## src/sha256ra_pkg.sv

```systemverilog
`default_nettype none

package sha256ra_pkg;

  localparam int unsigned NumHash = 8;
  localparam int unsigned NumMsg = 16;
  localparam int unsigned NumRounds = 64;

  typedef logic [31:0] word_t;

  typedef struct packed {
    logic clear;
    logic load_iv;
    logic start;
    logic step;
    logic finish;
  } ctl_t;

  localparam logic OpRead = 1'b0;
  localparam logic OpWrite = 1'b1;

  localparam logic [25:0] AddrCtrl = 26'h000;
  localparam logic [25:0] AddrId = 26'h008;
  localparam logic [25:0] AddrMsgLo = 26'h010;
  localparam logic [25:0] AddrMsgHi = 26'h04C;
  localparam logic [25:0] AddrHashLo = 26'h060;
  localparam logic [25:0] AddrHashHi = 26'h07C;

  localparam word_t IdValue = 32'h0000_0500;
  localparam int unsigned CtlClearBit = 4;
  localparam word_t CtlIvMask = 32'h0000_000E;
  localparam word_t CtlIvCode = 32'h0000_000A;
  localparam word_t CtlRunMask = 32'h0000_000A;

  function automatic word_t rotr(input word_t x, input int unsigned n);
    return (x >> n) | (x << (32 - n));
  endfunction

  function automatic word_t big_sigma0(input word_t x);
    return rotr(x, 2) ^ rotr(x, 13) ^ rotr(x, 22);
  endfunction

  function automatic word_t big_sigma1(input word_t x);
    return rotr(x, 6) ^ rotr(x, 11) ^ rotr(x, 25);
  endfunction

  function automatic word_t small_sigma0(input word_t x);
    return rotr(x, 7) ^ rotr(x, 18) ^ (x >> 3);
  endfunction

  function automatic word_t small_sigma1(input word_t x);
    return rotr(x, 17) ^ rotr(x, 19) ^ (x >> 10);
  endfunction

  function automatic word_t init_hash(input logic [2:0] idx);
    word_t r;
    unique case (idx)
      3'd0: r = 32'h6a09e667;
      3'd1: r = 32'hbb67ae85;
      3'd2: r = 32'h3c6ef372;
      3'd3: r = 32'ha54ff53a;
      3'd4: r = 32'h510e527f;
      3'd5: r = 32'h9b05688c;
      3'd6: r = 32'h1f83d9ab;
      default: r = 32'h5be0cd19;
    endcase
    return r;
  endfunction

  function automatic word_t round_k(input logic [5:0] idx);
    word_t r;
    unique case (idx)
      6'd0: r = 32'h428a2f98;  6'd1: r = 32'h71374491;
      6'd2: r = 32'hb5c0fbcf;  6'd3: r = 32'he9b5dba5;
      6'd4: r = 32'h3956c25b;  6'd5: r = 32'h59f111f1;
      6'd6: r = 32'h923f82a4;  6'd7: r = 32'hab1c5ed5;
      6'd8: r = 32'hd807aa98;  6'd9: r = 32'h12835b01;
      6'd10: r = 32'h243185be; 6'd11: r = 32'h550c7dc3;
      6'd12: r = 32'h72be5d74; 6'd13: r = 32'h80deb1fe;
      6'd14: r = 32'h9bdc06a7; 6'd15: r = 32'hc19bf174;
      6'd16: r = 32'he49b69c1; 6'd17: r = 32'hefbe4786;
      6'd18: r = 32'h0fc19dc6; 6'd19: r = 32'h240ca1cc;
      6'd20: r = 32'h2de92c6f; 6'd21: r = 32'h4a7484aa;
      6'd22: r = 32'h5cb0a9dc; 6'd23: r = 32'h76f988da;
      6'd24: r = 32'h983e5152; 6'd25: r = 32'ha831c66d;
      6'd26: r = 32'hb00327c8; 6'd27: r = 32'hbf597fc7;
      6'd28: r = 32'hc6e00bf3; 6'd29: r = 32'hd5a79147;
      6'd30: r = 32'h06ca6351; 6'd31: r = 32'h14292967;
      6'd32: r = 32'h27b70a85; 6'd33: r = 32'h2e1b2138;
      6'd34: r = 32'h4d2c6dfc; 6'd35: r = 32'h53380d13;
      6'd36: r = 32'h650a7354; 6'd37: r = 32'h766a0abb;
      6'd38: r = 32'h81c2c92e; 6'd39: r = 32'h92722c85;
      6'd40: r = 32'ha2bfe8a1; 6'd41: r = 32'ha81a664b;
      6'd42: r = 32'hc24b8b70; 6'd43: r = 32'hc76c51a3;
      6'd44: r = 32'hd192e819; 6'd45: r = 32'hd6990624;
      6'd46: r = 32'hf40e3585; 6'd47: r = 32'h106aa070;
      6'd48: r = 32'h19a4c116; 6'd49: r = 32'h1e376c08;
      6'd50: r = 32'h2748774c; 6'd51: r = 32'h34b0bcb5;
      6'd52: r = 32'h391c0cb3; 6'd53: r = 32'h4ed8aa4a;
      6'd54: r = 32'h5b9cca4f; 6'd55: r = 32'h682e6ff3;
      6'd56: r = 32'h748f82ee; 6'd57: r = 32'h78a5636f;
      6'd58: r = 32'h84c87814; 6'd59: r = 32'h8cc70208;
      6'd60: r = 32'h90befffa; 6'd61: r = 32'ha4506ceb;
      6'd62: r = 32'hbef9a3f7;
      default: r = 32'hc67178f2;
    endcase
    return r;
  endfunction

endpackage

`default_nettype wire

```

## src/sha256ra_sched.sv

```systemverilog
`default_nettype none

module sha256ra_sched (
  input  wire logic                clk,
  input  wire logic                rst,
  input  wire logic                wr_en,
  input  wire logic [3:0]          wr_idx,
  input  wire sha256ra_pkg::word_t wr_data,
  input  wire sha256ra_pkg::ctl_t  ctl,
  output sha256ra_pkg::word_t      w
);

  sha256ra_pkg::word_t msg [sha256ra_pkg::NumMsg];
  sha256ra_pkg::word_t win [sha256ra_pkg::NumMsg];
  sha256ra_pkg::word_t w_new;

  assign w = win[0];
  assign w_new = sha256ra_pkg::small_sigma1(win[14]) + win[9]
               + sha256ra_pkg::small_sigma0(win[1]) + win[0];

  always_ff @(posedge clk) begin
    if (rst) begin
      for (int i = 0; i < sha256ra_pkg::NumMsg; i++) begin
        msg[i] <= '0;
      end
    end else if (wr_en) begin
      msg[wr_idx] <= wr_data;
    end
  end

  always_ff @(posedge clk) begin
    if (ctl.start) begin
      for (int i = 0; i < sha256ra_pkg::NumMsg; i++) begin
        win[i] <= msg[i];
      end
    end else if (ctl.step) begin
      for (int i = 0; i < sha256ra_pkg::NumMsg - 1; i++) begin
        win[i] <= win[i + 1];
      end
      win[sha256ra_pkg::NumMsg - 1] <= w_new;
    end
  end

endmodule

`default_nettype wire

```

## src/sha256ra_core.sv

```systemverilog
`default_nettype none

module sha256ra_core (
  input  wire logic                clk,
  input  wire logic                rst,
  input  wire sha256ra_pkg::ctl_t  ctl,
  input  wire logic [5:0]          rnd,
  input  wire sha256ra_pkg::word_t w,
  input  wire logic [2:0]          rd_idx,
  output sha256ra_pkg::word_t      rd_data
);

  sha256ra_pkg::word_t hash [sha256ra_pkg::NumHash];
  sha256ra_pkg::word_t v [sha256ra_pkg::NumHash];
  sha256ra_pkg::word_t ch;
  sha256ra_pkg::word_t maj;
  sha256ra_pkg::word_t t1;
  sha256ra_pkg::word_t t2;

  assign rd_data = hash[rd_idx];

  assign ch = (v[4] & v[5]) ^ (~v[4] & v[6]);
  assign maj = (v[0] & v[1]) ^ (v[0] & v[2]) ^ (v[1] & v[2]);
  assign t1 = v[7] + sha256ra_pkg::big_sigma1(v[4]) + ch + sha256ra_pkg::round_k(rnd) + w;
  assign t2 = sha256ra_pkg::big_sigma0(v[0]) + maj;

  always_ff @(posedge clk) begin
    if (rst) begin
      for (int i = 0; i < sha256ra_pkg::NumHash; i++) begin
        hash[i] <= '0;
      end
    end else if (ctl.clear) begin
      for (int i = 0; i < sha256ra_pkg::NumHash; i++) begin
        hash[i] <= '0;
      end
    end else if (ctl.load_iv) begin
      for (int i = 0; i < sha256ra_pkg::NumHash; i++) begin
        hash[i] <= sha256ra_pkg::init_hash(3'(i));
      end
    end else if (ctl.finish) begin
      for (int i = 0; i < sha256ra_pkg::NumHash; i++) begin
        hash[i] <= hash[i] + v[i];
      end
    end
  end

  always_ff @(posedge clk) begin
    if (ctl.start) begin
      for (int i = 0; i < sha256ra_pkg::NumHash; i++) begin
        v[i] <= ctl.load_iv ? sha256ra_pkg::init_hash(3'(i)) : hash[i];
      end
    end else if (ctl.step) begin
      v[7] <= v[6];
      v[6] <= v[5];
      v[5] <= v[4];
      v[4] <= v[3] + t1;
      v[3] <= v[2];
      v[2] <= v[1];
      v[1] <= v[0];
      v[0] <= t1 + t2;
    end
  end

endmodule

`default_nettype wire

```

## src/sha256_register_accelerator_top.sv

```systemverilog
// Channel   Handshake                Payload
// input     in_valid / in_ready      opcode, address, write_data
// output    out_valid / out_ready    read_data, access_error
//
// The result of a register access is registered and presented in the next cycle.
// A write to control that starts a compression keeps in_ready low while the 64
// rounds run in the shared round unit and during the final addition; the next
// item can be accepted only once the sequencer is back in idle.
// Reset is synchronous and clears the hash state, the message words and the sequencer.
// A stalled output holds its result, and no new item is taken until it is gone.
`default_nettype none

module sha256_register_accelerator_top (
  input  wire logic        clk,
  input  wire logic        rst,
  input  wire logic        in_valid,
  output logic             in_ready,
  input  wire logic        opcode,
  input  wire logic [25:0] address,
  input  wire logic [31:0] write_data,
  output logic             out_valid,
  input  wire logic        out_ready,
  output logic [31:0]      read_data,
  output logic             access_error
);

  localparam logic [1:0] StIdle = 2'd0;
  localparam logic [1:0] StRound = 2'd1;
  localparam logic [1:0] StFinal = 2'd2;

  logic [1:0] state;
  logic [1:0] state_next;
  logic [5:0] rnd;
  logic [5:0] rnd_next;

  logic accept;
  logic is_write;
  logic hit_ctrl;
  logic hit_id;
  logic hit_msg;
  logic hit_hash;
  logic [25:0] msg_off;
  logic msg_wr;
  logic [31:0] rd_next;
  logic err_next;
  sha256ra_pkg::ctl_t ctl;
  sha256ra_pkg::word_t hash_rd;
  sha256ra_pkg::word_t w;

  assign accept = in_valid && in_ready;
  assign in_ready = (state == StIdle) && (!out_valid || out_ready);
  assign is_write = (opcode == sha256ra_pkg::OpWrite);

  assign hit_ctrl = (address == sha256ra_pkg::AddrCtrl);
  assign hit_id = (address == sha256ra_pkg::AddrId);
  assign hit_msg = (address >= sha256ra_pkg::AddrMsgLo) && (address <= sha256ra_pkg::AddrMsgHi)
                 && (address[1:0] == 2'b00);
  assign hit_hash = (address >= sha256ra_pkg::AddrHashLo) && (address <= sha256ra_pkg::AddrHashHi)
                  && (address[1:0] == 2'b00);
  assign msg_off = address - sha256ra_pkg::AddrMsgLo;
  assign msg_wr = accept && is_write && hit_msg;

  always_comb begin
    ctl = '0;
    if (accept && is_write && hit_ctrl && !write_data[sha256ra_pkg::CtlClearBit]) begin
      ctl.load_iv = ((write_data & sha256ra_pkg::CtlIvMask) == sha256ra_pkg::CtlIvCode);
      ctl.start = ((write_data & sha256ra_pkg::CtlRunMask) == sha256ra_pkg::CtlRunMask);
    end
    ctl.clear = accept && is_write && hit_ctrl && write_data[sha256ra_pkg::CtlClearBit];
    ctl.step = (state == StRound);
    ctl.finish = (state == StFinal);
  end

  always_comb begin
    rd_next = '0;
    err_next = 1'b0;
    if (is_write) begin
      err_next = !(hit_ctrl || hit_id || hit_msg);
    end else if (hit_ctrl) begin
      rd_next = '0;
    end else if (hit_id) begin
      rd_next = sha256ra_pkg::IdValue;
    end else if (hit_hash) begin
      rd_next = hash_rd;
    end else begin
      err_next = 1'b1;
    end
  end

  always_comb begin
    state_next = state;
    rnd_next = rnd;
    unique case (state)
      StIdle: begin
        if (ctl.start) begin
          state_next = StRound;
          rnd_next = '0;
        end
      end
      StRound: begin
        rnd_next = rnd + 6'd1;
        if (rnd == 6'(sha256ra_pkg::NumRounds - 1)) begin
          state_next = StFinal;
        end
      end
      StFinal: begin
        state_next = StIdle;
      end
      default: begin
        state_next = StIdle;
      end
    endcase
  end

  always_ff @(posedge clk) begin
    if (rst) begin
      state <= StIdle;
      rnd <= '0;
      out_valid <= 1'b0;
    end else begin
      state <= state_next;
      rnd <= rnd_next;
      if (accept) begin
        out_valid <= 1'b1;
      end else if (out_ready) begin
        out_valid <= 1'b0;
      end
    end
  end

  always_ff @(posedge clk) begin
    if (accept) begin
      read_data <= rd_next;
      access_error <= err_next;
    end
  end

  sha256ra_sched u_sched (
    .clk     (clk),
    .rst     (rst),
    .wr_en   (msg_wr),
    .wr_idx  (msg_off[5:2]),
    .wr_data (write_data),
    .ctl     (ctl),
    .w       (w)
  );

  sha256ra_core u_core (
    .clk     (clk),
    .rst     (rst),
    .ctl     (ctl),
    .rnd     (rnd),
    .w       (w),
    .rd_idx  (address[4:2]),
    .rd_data (hash_rd)
  );

endmodule

`default_nettype wire

```

## config.mk

```make
export PLATFORM = sky130hd
export DESIGN_NAME = sha256_register_accelerator_top
export DESIGN_NICKNAME = d
export VERILOG_FILES = /design/src/sha256ra_pkg.sv /design/src/sha256ra_sched.sv /design/src/sha256ra_core.sv /design/src/sha256_register_accelerator_top.sv
export SDC_FILE = /design/constraint.sdc
export NUM_CORES = 2
export LEC_CHECK = 0
export ABC_AREA = 1
export BUFFER_PORTS_ARGS = -buffer_cell sky130_fd_sc_hd__buf_2
export CAP_MARGIN = 20
export CELL_PAD_IN_SITES_DETAIL_PLACEMENT = 0
export CELL_PAD_IN_SITES_GLOBAL_PLACEMENT = 1
export CORE_ASPECT_RATIO = 1.25
export CORE_MARGIN = 3
export CORE_UTILIZATION = 50
export DETAILED_ROUTE_END_ITERATION = 8
export HOLD_SLACK_MARGIN = 0.06
export PLACE_DENSITY = 0.9
export SYNTH_ARGS = -nofsm -noshare
export SYNTH_HDL_FRONTEND = slang
export SYNTH_SLANG_ARGS = --single-unit
```

## constraint.sdc

```tcl
create_clock -name clk -period 19.2 [get_ports clk]
set_clock_uncertainty 0.15 [all_clocks]
set_input_delay 0 -clock clk [delete_from_list [all_inputs] [get_ports clk]]
set_output_delay 0 -clock clk [all_outputs]
set_load 0.02 [all_outputs]
```

=== Word level (Yosys, flattened, before mapping) ===
Memories as Yosys holds them, arrays and structs flattened. A register that Yosys moved wholly into a read port is not among the register bits.
Cells that the tools add are included.

* Register bits: 42
* Bits in latches: 0
* Memory bits (writable): 1536
* Memory bits (read-only): 2048
* Bits of input ports: 63
* Output and inout port bits: 35
* Logic and storage cells: 275
* Memories: 5

* Add/subtract/negate cells: 20
* Multiply operators: 0
* Div/mod/pow operators: 0
* Order comparisons: 4
* Eq/ne operators: 8
* Shift-type cells: 0
* Multiplexer cells: 129
* Bitwise logic cells: 76
* Reductions and logical operators: 27

{| class="wikitable"
|+ Memories
! memory !! depth !! bits a word !! read ports !! clocked after Yosys merged registers in !! wr ports !! line !! RTL
|-
| (name not given) || 64 || 32 || 1 || 1 || 0 || sha256ra_pkg.sv:72 || <nowiki>unique case (idx)</nowiki>
|-
| u_sched.msg || 16 || 32 || 16 || 0 || 16 || sha256ra_sched.sv:13 || <nowiki>sha256ra_pkg::word_t msg [sha256ra_pkg::NumMsg];</nowiki>
|-
| u_sched.win || 16 || 32 || 16 || 0 || 16 || sha256ra_sched.sv:14 || <nowiki>sha256ra_pkg::word_t win [sha256ra_pkg::NumMsg];</nowiki>
|-
| u_core.hash || 8 || 32 || 9 || 0 || 8 || sha256ra_core.sv:13 || <nowiki>sha256ra_pkg::word_t hash [sha256ra_pkg::NumHash];</nowiki>
|-
| u_core.v || 8 || 32 || 8 || 0 || 8 || sha256ra_core.sv:14 || <nowiki>sha256ra_pkg::word_t v [sha256ra_pkg::NumHash];</nowiki>
|}

{| class="wikitable"
|+ Operators with widths
! cell !! number
|-
| $mux 32 || 89
|-
| $add 32x32->32 || 18
|-
| $xor 32x32->32 || 9
|-
| $and 32x32->32 || 5
|-
| $le 26x7->1 const B || 2
|-
| $or 1x1->1 || 48
|-
| $not 32->32 || 1
|-
| $or 10x32->32 || 1
|-
| $or 13x32->32 || 1
|-
| $or 14x32->32 || 1
|-
| $or 15x32->32 || 1
|-
| $or 19x32->32 || 1
|-
| $or 21x32->32 || 1
|-
| $or 25x32->32 || 1
|-
| $or 26x32->32 || 1
|-
| $or 30x32->32 || 1
|-
| $or 7x32->32 || 1
|-
| $reduce_or 32->1 || 1
|-
| $xor 32x22->32 || 1
|-
| $xor 32x29->32 || 1
|-
| $mux 1 || 29
|-
| $eq 26x4->1 const B || 1
|-
| $ge 26x5->1 const B || 1
|-
| $ge 26x7->1 const B || 1
|-
| 24 further kinds || 47
|}

=== Logic depth before layout (Yosys ltp) ===
* Depth in word-level cells: 14
* Depth in mapped cells: 35
* Gate-level depth less buffers: 34

=== Cells and area by module ===
A second synthesis with hierarchy kept.

* Cells, all modules: 10442
* Area, all modules: 96196.0 um^2

{| class="wikitable"
|+ Modules (own cells, without submodules)
! module !! instances !! cells each !! area each (um^2) !! sequential area each (um^2)
|-
| sha256ra_core || 1 || 6673 || 49158.4 || 15054.4
|-
| sha256ra_sched || 1 || 3544 || 44929.3 || 30749.5
|-
| sha256_register_accelerator_top || 1 || 225 || 2108.3 || 1171.1
|}

=== Least setup slack after synthesis ===
OpenSTA, ideal clock, no wires.

* Path type: register -> register
* From: register out_valid
* To: register with a tool-made name
* Setup time: 0.114 ns
* Arrival: 13.756 ns
* Required time: 18.936 ns
* Setup slack: 5.180 ns
* Cell stages (with the launch flop): 16
* Buffers on the path: 0
* Clock period less this slack: 14.020 ns
* Cell sequence: dfxtp_1 nand2_1 nand4_1 nor2_1 nand3_4 nand2_2 a21boi_1 ha_1 nand4_1 inv_1 nand2_1 nand2_1 inv_1 nand3_1 nand3_1 nand2_1

{| class="wikitable"
|+ RTL lines
! element !! line !! RTL
|-
| start, declared || sha256_register_accelerator_top.sv:21 || <nowiki>output logic out_valid,</nowiki>
|-
| start signal, assigned || sha256_register_accelerator_top.sv:119 || <nowiki>out_valid <= 1'b0;</nowiki>
|-
| start signal, assigned || sha256_register_accelerator_top.sv:124 || <nowiki>out_valid <= 1'b1;</nowiki>
|-
| start signal, assigned || sha256_register_accelerator_top.sv:126 || <nowiki>out_valid <= 1'b0;</nowiki>
|}

==> reports/results.ini <==
[outcome]
status = finished, final reports clean

[job]
drv_cap = 0

[pwr]
p_seq_frac = 0.518
p_comb_frac = 0.049
power_density_mw_per_mm2 = 71.9
intPower_w = 0.00573
power_frac_clock = 0.433
p_switching_w = 0.00184
peakVddDrop_mv = 0.0926
leakagePower_nw = 45.9
sw_frac_of_total = 0.243

[worst_setup_path]
critPathRequiredTime_ns = 19.55
cp_slowest_cell = o21ai_0
setup.worst_path.start_class = register
arrival_ns = 8.74
rrSetupSlack_ns = 10.81
cp_common_cell = o21ai_0
rr_endpoint = u_core.v[0][18]
critPathKind = reg -> reg
cp-end-kind = register
path_max_fanout = 7
r2r_start = u_core.v[2][26]
slowest_delay_ns = 0.63
ff2ff_path_depth = 30

[synth]
ys_seq_area_frac = 0.495
synth.most_common_cell = nand2_1
async_flop_share = 0
ys_top_cells_by_area = edfxtp_1, nand2_1, ha_1
syn_nets = 11600
muxShareOfSynthArea = 0.000104
ys_ff_latch = 1610
yosysUniqueCellTypes = 59
synth_top_area_frac = 0.480
syn_area_per_cell_um2 = 8.80
synthAdderAreaFrac = 0.0912
yosysTopAreaCell = edfxtp_1
synth-simple-area-share = 0.210
yosysWarningCount = 0
synth.cell_area_mm2 = 0.0962
synth-edff-count = 1537
synth_commonest_cells = nand2_1, edfxtp_1, inv_1
synth_xor_area_frac = 0.0310
synth_compound_area_frac = 0.108
ys.flop_type = edfxtp_1
netlist_instances = 10900
synth_top_family_by_area = simple AND/OR/NAND/NOR gates

[die]
rows = 179
start_util = 0.504
die_y_um = 496
num_io_pins = 98
die_width_um = 398
coreArea_mm2 = 0.191
die_area_mm2 = 0.198

[sta]
slew_headroom = 0.0764
fmax_mhz = 119
fin_setup_tns_ns = 0
worst_pin_slew_ns = 1.39
rsz0062_at_grt = no
min_period_over_period = 0.437
timing.final.crit_period_ns = 8.39
final-setup-viol-count = 0
final-hold-violation-count = 0
slew_violations = 0

[placement]
port_buffers = 97
place_hpwl_um = 305000
gp_congestion = 1.09

[clock_tree]
cts_buffers = 165
cts.sinks = 1610
cts_tree = built
clockRootBuffer = clkbuf_16
worstSkewPairLatency_ns = 0.88
h-tree-depth = 4
clock_path_buffers = 3
ctsResizeCount = 0
clk_pin_slew_ns = 0.06

[grt]
grt_pass1_wl_um = 574000
antenna_found_initial = 24
grt_use_met2 = 0.688
grt_overflow_total = 0
first_global_vias = 80100
grt-busiest-layer = met2
grt_max_degree = 186
use_met1 = 0.437
met3_usage = 0.0773
grtUsageTotal = 0.409

[detailed_routing]
ant_nets = 0
wl_per_cell_um = 30.0
routed_wl_um = 409000
firstDrtPassIters = 7
drc = 0
dr.first_iter.drc_count = 9790
vias = 82200
vias_per_cell = 6.03

[cells_and_area]
finalNetCount = 11600
drive_above_1_share = 0.0523
fillers = 17200
area_growth_pct = 9.36
fin_util = 0.551

[worst_hold_path]
hold_path.startpoint = in_valid
min_to = read_data[8]
min_path_cells = 4
hold_class = in -> reg

[stage by stage]
stage	total power (W)	hold WS (ns)	instances	instance area (µm²)	setup WS, ns
floorplan	0.00417	0.0478	10900	96200	5.18
finish	0.00756	0.116	13600	105000	10.81
CTS	0.00757	0.0882	13600	105000	10.88
detailed placement	0.00434	0.188	13200	99100	10.94
global route	0.00774	0.130	13600	105000	10.41
global placement	0.00433	0.147	13200	99100	10.88
[critical path, delay by kind of cell (launching register included)]
kind / cells / cell delay [ns]
adder cells (fa/ha/maj): 7 / 2.75
AO/OA/AOI/OAI: 10 / 2.59
XOR/XNOR: 3 / 1.13
AND/OR/NAND/NOR: 6 / 0.59
flip-flops: 1 / 0.53
buffers and inverters: 4 / 0.32
[worst max path at each step]
stage,to,startpoint
3_5_place_dp,u_core.v[0][18],u_core.v[2][26]
4_1_cts,u_core.v[0][18],u_core.v[2][12]
5_1_grt,u_core.v[0][18],u_core.v[2][12]
6_report,u_core.v[0][18],u_core.v[2][26]
3_3_place_gp,u_core.v[0][18],u_core.v[2][26]
2_1_floorplan,register,out_valid
[state kept, by name, indices dropped and copies added, names as in the netlist, named ones only]
register      cells
rnd               6
u_core.v        256
state             2
read_data        32
access_error      1
out_valid         1
u_sched.win     512
u_sched.msg     512
u_core.hash     256
[cell families after synthesis]
group	Yosys count
AOI/OAI and AO/OA	1782
adders and majority gates	584
xor gates and xnor gates	341
DFF	1610
muxes	1
and+or+nand+nor	4996
buffers and inverters	1612
[metal layers]
metal	routed length, µm	vias to the layer above
met5	86	-
met4	46900	12
met3	31600	1398
met2	196000	4599
met1	133000	39500
li1	-	36700
[cell type report]
class,instances,area [µm²],area share
Antenna cell,17,42.5,0.000404
Clock buffer,207,4310,0.0410
Clock inverter,99,1120,0.0106
Inverter,1171,4420,0.0420
Multi-Input combinational cell,7704,42400,0.403
Sequential cell,1610,47600,0.453
Tap cell,2534,3170,0.0301
Timing Repair Buffer,285,2100,0.0199
[power groups by stage]
stage / Sequential [W] / Combinational [W] / Clock, W
6_report: 0.00392 / 0.000371 / 0.00328
2_1_floorplan: 0.00398 / 0.000195 / 0
4_1_cts: 0.00391 / 0.000357 / 0.00329
5_1_grt: 0.00392 / 0.000394 / 0.00343
3_5_place_dp: 0.00399 / 0.000349 / 0
3_3_place_gp: 0.00399 / 0.000344 / 0
[what timing repair did]
item	in CTS	in global routing
setup buffers	0	0
hold buffers	55	0
endpoints found under the hold margin	756	0
[layout by cell type (no fill, tap or decap), types with 13 or more instances in the layout]
master	count
nand4_1	82
dlygate4sd3_1	55
xor2_1	174
o31ai_1	18
buf_2	97
nor2_1	1036
clkbuf_1	41
o22ai_1	14
xnor2_1	167
a221oi_1	28
ha_1	389
o21a_1	36
diode_2	17
dfxtp_1	73
nand3_1	562
o211ai_1	64
a22oi_1	95
o21ai_1	13
nor4_1	27
nand3b_1	28
inv_2	13
or2_2	45
o21ai_0	580
edfxtp_1	1537
o221ai_1	47
a211oi_1	19
a21oi_1	635
buf_4	125
a21o_1	69
clkinv_2	36
a21boi_0	30
a31oi_1	44
fa_1	195
nor3_1	91
clkbuf_16	166
clkinv_16	14
clkinv_1	29
nand2_1	3079
inv_1	1148
o21bai_1	66
Note: power is estimated with default switching activity, not from simulation.
